File: config.mk
export PLATFORM = sky130hd
export DESIGN_NAME = nec_ir_transmit_sequencer_flat
export DESIGN_NICKNAME = d
export VERILOG_FILES = /design/src/rtl/core/nec_ir_pkg.sv /design/src/rtl/core/nec_ir_in_if.sv /design/src/rtl/core/nec_ir_out_if.sv /design/src/rtl/core/nec_ir_transmit_sequencer.sv /design/src/flat_wrapper.sv
export VERILOG_INCLUDE_DIRS = /design/src /design/src/rtl/core
export SDC_FILE = /design/constraint.sdc
export NUM_CORES = 1
export LEC_CHECK = 0
export BUFFER_PORTS_ARGS = -buffer_cell sky130_fd_sc_hd__buf_4
export CELL_PAD_IN_SITES_DETAIL_PLACEMENT = 1
export CELL_PAD_IN_SITES_GLOBAL_PLACEMENT = 1
export CORE_MARGIN = 10
export CORE_UTILIZATION = 40
export CTS_CLUSTER_SIZE = 14
export DETAILED_ROUTE_END_ITERATION = 12
export GPL_TIMING_DRIVEN = 1
export PLACE_DENSITY = 0.75
export SYNTH_ARGS = -nofsm -noshare
export SYNTH_HDL_FRONTEND = slang
export SYNTH_SLANG_ARGS = --single-unit
File: constraint.sdc
create_clock -name clk -period 3.1 [get_ports clk]
set_input_delay 0.62 -clock clk [delete_from_list [all_inputs] [get_ports clk]]
set_output_delay 0.62 -clock clk [all_outputs]
set_load 0.02 [all_outputs]
File: src/rtl/core/assert_macros.svh
// Concurrent assertion helpers, clocked on clk, disabled while arst_n is low
`ifndef ASSERT_MACROS_SVH
`define ASSERT_MACROS_SVH

// prop must hold at every edge
`define ASSERT_ALWAYS(label, prop, msg) \
	label: assert property (@(posedge clk) disable iff (!arst_n) (prop)) else $error(msg);

// ante implies cons at the same edge
`define ASSERT_IMPL(label, ante, cons, msg) \
	label: assert property (@(posedge clk) disable iff (!arst_n) (ante) |-> (cons)) \
		else $error(msg);

// ante implies cons at the next edge
`define ASSERT_NEXT(label, ante, cons, msg) \
	label: assert property (@(posedge clk) disable iff (!arst_n) (ante) |=> (cons)) \
		else $error(msg);

`endif

File: src/rtl/core/nec_ir_pkg.sv
`timescale 1ns / 1ps

package nec_ir_pkg;

	typedef enum logic {
		OP_START = 1'b0,
		OP_TICK  = 1'b1
	} opcode_t;

	typedef enum logic [1:0] {
		REG_LEADER = 2'd0,
		REG_SHORT  = 2'd1,
		REG_LONG   = 2'd2
	} reg_idx_t;

	localparam int unsigned CODE_W = 16;
	localparam int unsigned RELOAD_W = 16;
	localparam int unsigned STEP_W = 7;

	localparam logic [RELOAD_W-1:0] LEADER_RELOAD_RST = 16'hD300;
	localparam logic [RELOAD_W-1:0] SHORT_RELOAD_RST  = 16'h19FF;
	localparam logic [RELOAD_W-1:0] LONG_RELOAD_RST   = 16'h4DFF;

	localparam logic [STEP_W-1:0] STEP_LEADER_MARK  = 7'd0;
	localparam logic [STEP_W-1:0] STEP_LEADER_SPACE = 7'd1;
	localparam logic [STEP_W-1:0] STEP_VENDOR_LAST  = 7'd34;
	localparam logic [STEP_W-1:0] STEP_DATA_LAST    = 7'd66;
	localparam logic [STEP_W-1:0] STEP_TAIL_LAST    = 7'd68;
	localparam logic [STEP_W-1:0] STEP_END          = 7'd69;

endpackage

File: src/rtl/core/nec_ir_in_if.sv
`timescale 1ns / 1ps

interface nec_ir_in_if;
	import nec_ir_pkg::*;

	logic                valid;
	logic                ready;
	opcode_t             opcode;
	logic [CODE_W-1:0]   vendor_code;
	logic [CODE_W-1:0]   key_code;

	modport source (output valid, output opcode, output vendor_code, output key_code,
		input ready);
	modport sink (input valid, input opcode, input vendor_code, input key_code,
		output ready);
endinterface

File: src/rtl/core/nec_ir_out_if.sv
`timescale 1ns / 1ps

interface nec_ir_out_if;
	import nec_ir_pkg::*;

	logic                valid;
	logic                ready;
	logic                ir_level;
	logic [RELOAD_W-1:0] next_reload;
	logic                finished;

	modport source (output valid, output ir_level, output next_reload, output finished,
		input ready);
	modport sink (input valid, input ir_level, input next_reload, input finished,
		output ready);
endinterface

File: src/rtl/core/nec_ir_transmit_sequencer.sv
`timescale 1ns / 1ps
// Channel   | Dir | Word
// in_ch     | in  | opcode, vendor_code, key_code
// out_ch    | out | ir_level, next_reload, finished
// cfg_*     | in  | register index, 16-bit reload value
//
// An accepted word passes through the input register, then the result register.
// One word per cycle sustained while out_ch is ready; the input register advances
// whenever the result register is empty or being taken. A tick while idle yields
// no word. Reset clears step state and restores the reload registers to defaults.
`include "assert_macros.svh"

module nec_ir_transmit_sequencer (
	input  logic                          clk,
	input  logic                          arst_n,
	nec_ir_in_if.sink                     in_ch,
	nec_ir_out_if.source                  out_ch,
	input  logic                          cfg_we,
	input  logic [1:0]                    cfg_idx,
	input  logic [nec_ir_pkg::RELOAD_W-1:0] cfg_wdata
);
	import nec_ir_pkg::*;

	logic [RELOAD_W-1:0] leader_q, short_q, long_q;

	logic                valid_s1;
	opcode_t             op_s1;
	logic [CODE_W-1:0]   vendor_s1, key_s1;

	logic [STEP_W-1:0]   step_q, step_d;
	logic [CODE_W-1:0]   vendor_q, vendor_d, key_q, key_d;
	logic                level_q, level_d, active_q, active_d;

	logic                res_vld, res_level, res_fin;
	logic [RELOAD_W-1:0] res_reload;

	logic                out_valid_q, out_level_q, out_fin_q;
	logic [RELOAD_W-1:0] out_reload_q;

	logic                out_free, adv;

	assign out_free    = !out_valid_q || out_ch.ready;
	assign adv         = valid_s1 && out_free;
	assign in_ch.ready = !valid_s1 || out_free;

	always_ff @(posedge clk or negedge arst_n) begin
		if (!arst_n) begin
			leader_q <= LEADER_RELOAD_RST;
			short_q  <= SHORT_RELOAD_RST;
			long_q   <= LONG_RELOAD_RST;
		end else if (cfg_we) begin
			case (cfg_idx)
				REG_LEADER: leader_q <= cfg_wdata;
				REG_SHORT:  short_q  <= cfg_wdata;
				REG_LONG:   long_q   <= cfg_wdata;
				default: ;
			endcase
		end
	end

	always_ff @(posedge clk or negedge arst_n) begin
		if (!arst_n) begin
			valid_s1 <= 1'b0;
		end else if (in_ch.ready) begin
			valid_s1 <= in_ch.valid;
		end
	end

	always_ff @(posedge clk) begin
		if (in_ch.ready && in_ch.valid) begin
			op_s1     <= in_ch.opcode;
			vendor_s1 <= in_ch.vendor_code;
			key_s1    <= in_ch.key_code;
		end
	end

	always_comb begin
		step_d     = step_q;
		vendor_d   = vendor_q;
		key_d      = key_q;
		level_d    = level_q;
		active_d   = active_q;
		res_vld    = 1'b0;
		res_reload = '0;
		res_fin    = 1'b0;
		if (op_s1 == OP_START) begin
			vendor_d   = vendor_s1;
			key_d      = key_s1;
			level_d    = 1'b1;
			step_d     = '0;
			active_d   = 1'b1;
			res_vld    = 1'b1;
			res_reload = leader_q;
		end else if (active_q) begin
			res_vld = 1'b1;
			step_d  = step_q + 1'b1;
			if (step_q == STEP_LEADER_MARK) begin
				res_reload = leader_q;
			end else if (step_q == STEP_LEADER_SPACE) begin
				level_d    = !level_q;
				res_reload = leader_q;
			end else if (step_q <= STEP_DATA_LAST) begin
				level_d    = !level_q;
				res_reload = short_q;
				if (step_q[0]) begin
					if (step_q <= STEP_VENDOR_LAST) begin
						if (vendor_q[CODE_W-1]) res_reload = long_q;
						vendor_d = {vendor_q[CODE_W-2:0], 1'b0};
					end else begin
						if (key_q[CODE_W-1]) res_reload = long_q;
						key_d = {key_q[CODE_W-2:0], 1'b0};
					end
				end
			end else if (step_q <= STEP_TAIL_LAST) begin
				level_d    = !level_q;
				res_reload = short_q;
			end else begin
				level_d  = 1'b0;
				res_fin  = 1'b1;
				active_d = 1'b0;
				step_d   = step_q;
			end
		end
		res_level = level_d;
	end

	always_ff @(posedge clk or negedge arst_n) begin
		if (!arst_n) begin
			step_q   <= '0;
			vendor_q <= '0;
			key_q    <= '0;
			level_q  <= 1'b0;
			active_q <= 1'b0;
		end else if (adv) begin
			step_q   <= step_d;
			vendor_q <= vendor_d;
			key_q    <= key_d;
			level_q  <= level_d;
			active_q <= active_d;
		end
	end

	always_ff @(posedge clk or negedge arst_n) begin
		if (!arst_n) begin
			out_valid_q <= 1'b0;
		end else if (out_free) begin
			out_valid_q <= adv && res_vld;
		end
	end

	always_ff @(posedge clk) begin
		if (out_free) begin
			out_level_q  <= res_level;
			out_reload_q <= res_reload;
			out_fin_q    <= res_fin;
		end
	end

	assign out_ch.valid       = out_valid_q;
	assign out_ch.ir_level    = out_level_q;
	assign out_ch.next_reload = out_reload_q;
	assign out_ch.finished    = out_fin_q;

	`ASSERT_ALWAYS(a_step_bound, step_q <= STEP_END, "step count ran past frame end")
	`ASSERT_IMPL(a_fin_word, out_valid_q && out_fin_q,
		!out_level_q && out_reload_q == '0, "finished word not low with zero reload")
	`ASSERT_IMPL(a_idle_on_fin, !active_q && $past(active_q),
		out_valid_q && out_fin_q, "went idle without a finished word")
	`ASSERT_NEXT(a_start_load, adv && op_s1 == OP_START,
		active_q && step_q == STEP_LEADER_MARK && level_q, "start did not arm the frame")
	`ASSERT_IMPL(a_idle_step, active_q && step_q == STEP_END, level_q,
		"level low before final step")

endmodule

File: src/flat_wrapper.sv
// flat-port wrapper written by rule: the top's interface ports become plain ports
module nec_ir_transmit_sequencer_flat import nec_ir_pkg::*;
  (clk, arst_n, cfg_we, cfg_idx, cfg_wdata, in_ch_valid, in_ch_opcode, in_ch_vendor_code, in_ch_key_code, in_ch_ready, out_ch_valid, out_ch_ir_level, out_ch_next_reload, out_ch_finished, out_ch_ready);
  nec_ir_in_if in_ch_i ();
  nec_ir_out_if out_ch_i ();
  input  logic clk;
  input  logic arst_n;
  input  logic cfg_we;
  input  logic [1:0] cfg_idx;
  input  logic [nec_ir_pkg::RELOAD_W-1:0] cfg_wdata;
  input wire logic [$bits(in_ch_i.valid)-1:0] in_ch_valid;
  input wire logic [$bits(in_ch_i.opcode)-1:0] in_ch_opcode;
  input wire logic [$bits(in_ch_i.vendor_code)-1:0] in_ch_vendor_code;
  input wire logic [$bits(in_ch_i.key_code)-1:0] in_ch_key_code;
  output wire logic [$bits(in_ch_i.ready)-1:0] in_ch_ready;
  output wire logic [$bits(out_ch_i.valid)-1:0] out_ch_valid;
  output wire logic [$bits(out_ch_i.ir_level)-1:0] out_ch_ir_level;
  output wire logic [$bits(out_ch_i.next_reload)-1:0] out_ch_next_reload;
  output wire logic [$bits(out_ch_i.finished)-1:0] out_ch_finished;
  input wire logic [$bits(out_ch_i.ready)-1:0] out_ch_ready;
  assign in_ch_i.valid = in_ch_valid;
  assign in_ch_i.opcode = in_ch_opcode;
  assign in_ch_i.vendor_code = in_ch_vendor_code;
  assign in_ch_i.key_code = in_ch_key_code;
  assign in_ch_ready = in_ch_i.ready;
  assign out_ch_valid = out_ch_i.valid;
  assign out_ch_ir_level = out_ch_i.ir_level;
  assign out_ch_next_reload = out_ch_i.next_reload;
  assign out_ch_finished = out_ch_i.finished;
  assign out_ch_i.ready = out_ch_ready;
  nec_ir_transmit_sequencer u_core (.clk(clk), .arst_n(arst_n), .in_ch(in_ch_i), .out_ch(out_ch_i), .cfg_we(cfg_we), .cfg_idx(cfg_idx), .cfg_wdata(cfg_wdata));
endmodule
==> implementation parameters <==
Parameter                              Value

Global routing
  Residual overflow from global routing    0
  Number of global-route vias before repair    4551
  Total global routing track utilization    about 15%
  Maximum number of pins on one net before global-route repair    around 90
  Global-route wire length before repair    roughly 24000 um
  Number of antenna violations at the first check in global routing    0

Min path
  Hold Path Stages    1
  Type of the tightest min-delay check    input pin to flip-flop
  Sink of the worst hold path    u_core.vendor_s1[6]
  Startpoint of the tightest hold check path    in_ch_vendor_code[6]

Routing
  Aggregate routed wire length    14520 um
  Count of vias placed by the detailed router    roughly 3900
  Violation count after the first detailed-routing iteration    between 100 and 150
  Post-DR wirelength/cell    slightly above 20 um
  Drt drc    0
  Antenna violation net count after detailed routing    0
  Drt via density    about 5.4
  TritonRoute pass-1 iters    4

STA
  Min cycle time layout    2.517 ns
  Fin Clk Skew    approximately 0.008 ns
  Number of pins with negative max-slew slack in the final report    0
  TNS Setup    0 ns
  Setup repair after global routing missed its margin    false
  Peak Freq    between 0.3 and 0.4 GHz
  Number of failing setup endpoints in the final timing report    0
  Max-slew headroom at the worst pin    24.07%
  Ratio of final minimum period to clock period    a little over 80%
  Pin slew with the least headroom to its limit    around 1.1 ns
  Final Hold Vio Count    0

Floorplan
  Die Footprint    approximately 20000 um^2
  Number of rows created at floorplan    44
  Core area    between 10000 and 15000 um^2
  Horizontal die dimension    roughly 140 um
  Initial Util    around two fifths
  I/O pins    76
  Height of the die    142.7 um

Placement
  Final weighted congestion in routability-driven placement    0.8138
  Sum of net half-perimeters after detailed placement    roughly 9500 um
  Post-placement cell count    688
  # port buffers    75

Setup path
  Largest fanout on the critical path    16
  Endpoint type of the worst setup path    flip-flop
  CP Data Arrival Time    approximately 2.8 ns
  Minimum setup slack among reg-to-reg paths    0.58 ns
  Kind of start point of the critical path    flip-flop
  Worst path required time    around 3.4 ns
  Worst r2r path cells    7
  Reg-to-reg critical path endpoint    u_core.out_ch.next_reload[3]
  RR Startpoint    u_core.step_q[0]
  Type of the setup path with the least slack    flip-flop to flip-flop

Final layout
  Final #Nets    approximately 580
  Filler instances    ~1400
  Layout cell share with drive strength beyond 1    a little under 40%
  Antenna diode instance count    0
  Area growth syn-to-layout    23.74%
  Final non-filler cell total    720

CTS
  Clk_lat worst skew    between 0.4 and 0.5 ns
  Number of levels in the clock H-tree    4
  Gates resized, CTS repair    0
  CTS max path bufs    2
  Number of sinks handled by clock tree synthesis    approximately 140
  Clock buffers created by TritonCTS    17
  Clk slew on worst S/H paths    0.07 ns
  Clock tree from TritonCTS    yes
  Hold Buf Count CTS    0
  Root buf cell    sky130_fd_sc_hd__clkbuf_16
  Setup bufs post-CTS    0

Logic synthesis
  Number of nets in the synthesized netlist    about 500
  Cell with the most instances after synthesis    sky130_fd_sc_hd__dfrtp_1
  Most used flip-flop cell after synthesis    sky130_fd_sc_hd__dfrtp_1
  Number of enable flip-flop cells after synthesis    51
  Share of synthesized flip-flops with an asynchronous set or reset    between 60% and 70%
  Synthesized flop and latch total    142
  Gate count of the mapped netlist    438
  Library cell with the largest summed area after synthesis    sky130_fd_sc_hd__dfrtp_1
  Netlist area before placement    approximately 6000 um^2
  Sequential area share after synthesis    a little under two thirds
  Synth cell count leaders    63 x sky130_fd_sc_hd__dfrtp_1, 51 x sky130_fd_sc_hd__edfxtp_1, 49 x sky130_fd_sc_hd__mux2_2, 49 x sky130_fd_sc_hd__mux2i_1
  Leading cell types by total area after synthesis    sky130_fd_sc_hd__dfrtp_1 26%, sky130_fd_sc_hd__edfxtp_1 25%, sky130_fd_sc_hd__dfstp_2 12%
  Unique cell type count in the Yosys netlist    40
  Area share of the largest cell type after synthesis    26.17%
  Synthesized area divided by synthesized cell count    13.75 um^2
  Warnings from Yosys    0

Run status
  Outcome    finished clean

Power
  Total power density per cell area    around 830 nW/um^2
  Worst vdd rail ir drop    between 0.7 and 0.8 mV
  Leakage dissipation    just over 3 nW

Flow run
  Max Cap Violations    0
logic make-up (layout without fill, tap and decap cells):
kind of cell | count (synthesis) | count (layout) | synth area share [%]
AO/OA/AOI/OAI | 94 | 94 | 9.784
XOR/XNOR | 4 | 4 | 0.5816
adder cells (fa/ha/maj) | 3 | 3 | 0.6232
buffers and inverters | 29 | 127 | 2.285
flip-flops | 142 | 142 | 63.81
multiplexers | 98 | 98 | 17.30
AND/OR/NAND/NOR | 68 | 68 | 5.609
cells in the final DEF (no fill, tap or decap), drive strengths merged, types with 2 or more instances in the layout:
| cell | instances |
|---|---|
| a2111oi | 2 |
| a21oi | 31 |
| and2 | 2 |
| buf | 91 |
| bufinv | 4 |
| clkbuf | 17 |
| clkinv | 6 |
| dfrtp | 63 |
| dfstp | 28 |
| edfxtp | 51 |
| ha | 3 |
| inv | 9 |
| mux2 | 49 |
| mux2i | 49 |
| nand2 | 31 |
| nand2b | 4 |
| nand3 | 2 |
| nand3b | 3 |
| nor2 | 9 |
| nor2b | 3 |
| nor3 | 4 |
| nor3b | 2 |
| nor4b | 2 |
| o21ai | 22 |
| o22ai | 31 |
| or4 | 2 |
| xnor2 | 4 |
per-layer routing:
metal | track usage, % | share of wire, % | wire length, um | vias to the layer above
met5 | 0 | 0 | 0 | -
met1 | 17.40 | 43 | 6268 | 1956
met2 | 24.51 | 50 | 7213 | 93
met3 | 4.511 | 5.7 | 831 | 19
li1 | - | - | - | 1798
met4 | 7.112 | 1.4 | 210 | 0
sequential cells by signal, summed over array words and instances (netlist names):
signal,cells
u_core.level_q,1
u_core.step_q,7
u_core.out_ch.ir_level,1
u_core.out_ch.finished,1
u_core.vendor_q,16
u_core.op_s1,1
u_core.long_q,16
u_core.vendor_s1,16
u_core.key_s1,16
u_core.out_ch.valid,1
u_core.leader_q,16
u_core.short_q,16
u_core.key_q,16
u_core.valid_s1,1
u_core.out_ch.next_reload,16
u_core.active_q,1
worst max-delay path, stage by stage (launching register included):
cell                      delay, ns
sky130_fd_sc_hd__dfrtp_1       0.50
sky130_fd_sc_hd__inv_1         0.13
sky130_fd_sc_hd__ha_1          0.26
sky130_fd_sc_hd__nor2_1        0.13
sky130_fd_sc_hd__nor3_1        0.07
sky130_fd_sc_hd__buf_4         0.17
sky130_fd_sc_hd__or4_1         0.77
sky130_fd_sc_hd__o21ai_0       0.31
power breakdown:
group	internal [mW]	switching, mW	total [mW]
Clock	1.36	0.844	2.20
Sequential	2.43	0.266	2.69
Combinational	0.615	0.703	1.32
Total	4.40	1.81	6.21
final cells by class:
| type | count | area (um^2) | area share, % |
|---|---|---|---|
| multi-input cells | 267 | 2047 | 27.46 |
| inverters | 4 | 15.01 | 0.2014 |
| clock inverters | 15 | 209.0 | 2.803 |
| clock buffers | 17 | 425.4 | 5.708 |
| repair buffers | 91 | 683.2 | 9.166 |
| well taps | 184 | 230.2 | 3.089 |
| flip-flops and latches | 142 | 3844 | 51.57 |
how the worst max path moves through the flow:
stage | from | endpoint | slack (ns) | cells past startpoint
2_1_floorplan | out_ch_ready | u_core.key_q[10] | 0.52 | 6
3_3_place_gp | u_core.step_q[2] | u_core.out_ch.next_reload[5] | 0.73 | 5
3_5_place_dp | u_core.step_q[0] | u_core.out_ch.next_reload[15] | 0.63 | 7
4_1_cts | u_core.step_q[0] | u_core.out_ch.next_reload[0] | 0.58 | 7
5_1_grt | u_core.step_q[0] | u_core.out_ch.next_reload[15] | 0.44 | 7
6_report | u_core.step_q[0] | u_core.out_ch.next_reload[3] | 0.58 | 7
stage by stage:
stage	cell area [um^2]	hold WS (ns)	total power, mW	setup WS, ns	util, %
finish	7453	0.3632	6.214	0.5827	50.90
global route	7453	0.3432	6.523	0.4378	50.90
CTS	7453	0.3402	6.277	0.5823	50.90
detailed placement	6819	0.4824	4.038	0.6328	46.57
global placement	6819	0.4593	3.939	0.7305	46.57
floorplan	6023	0.3244	3.525	0.5200	-
Power figures use the tool's default switching activity.
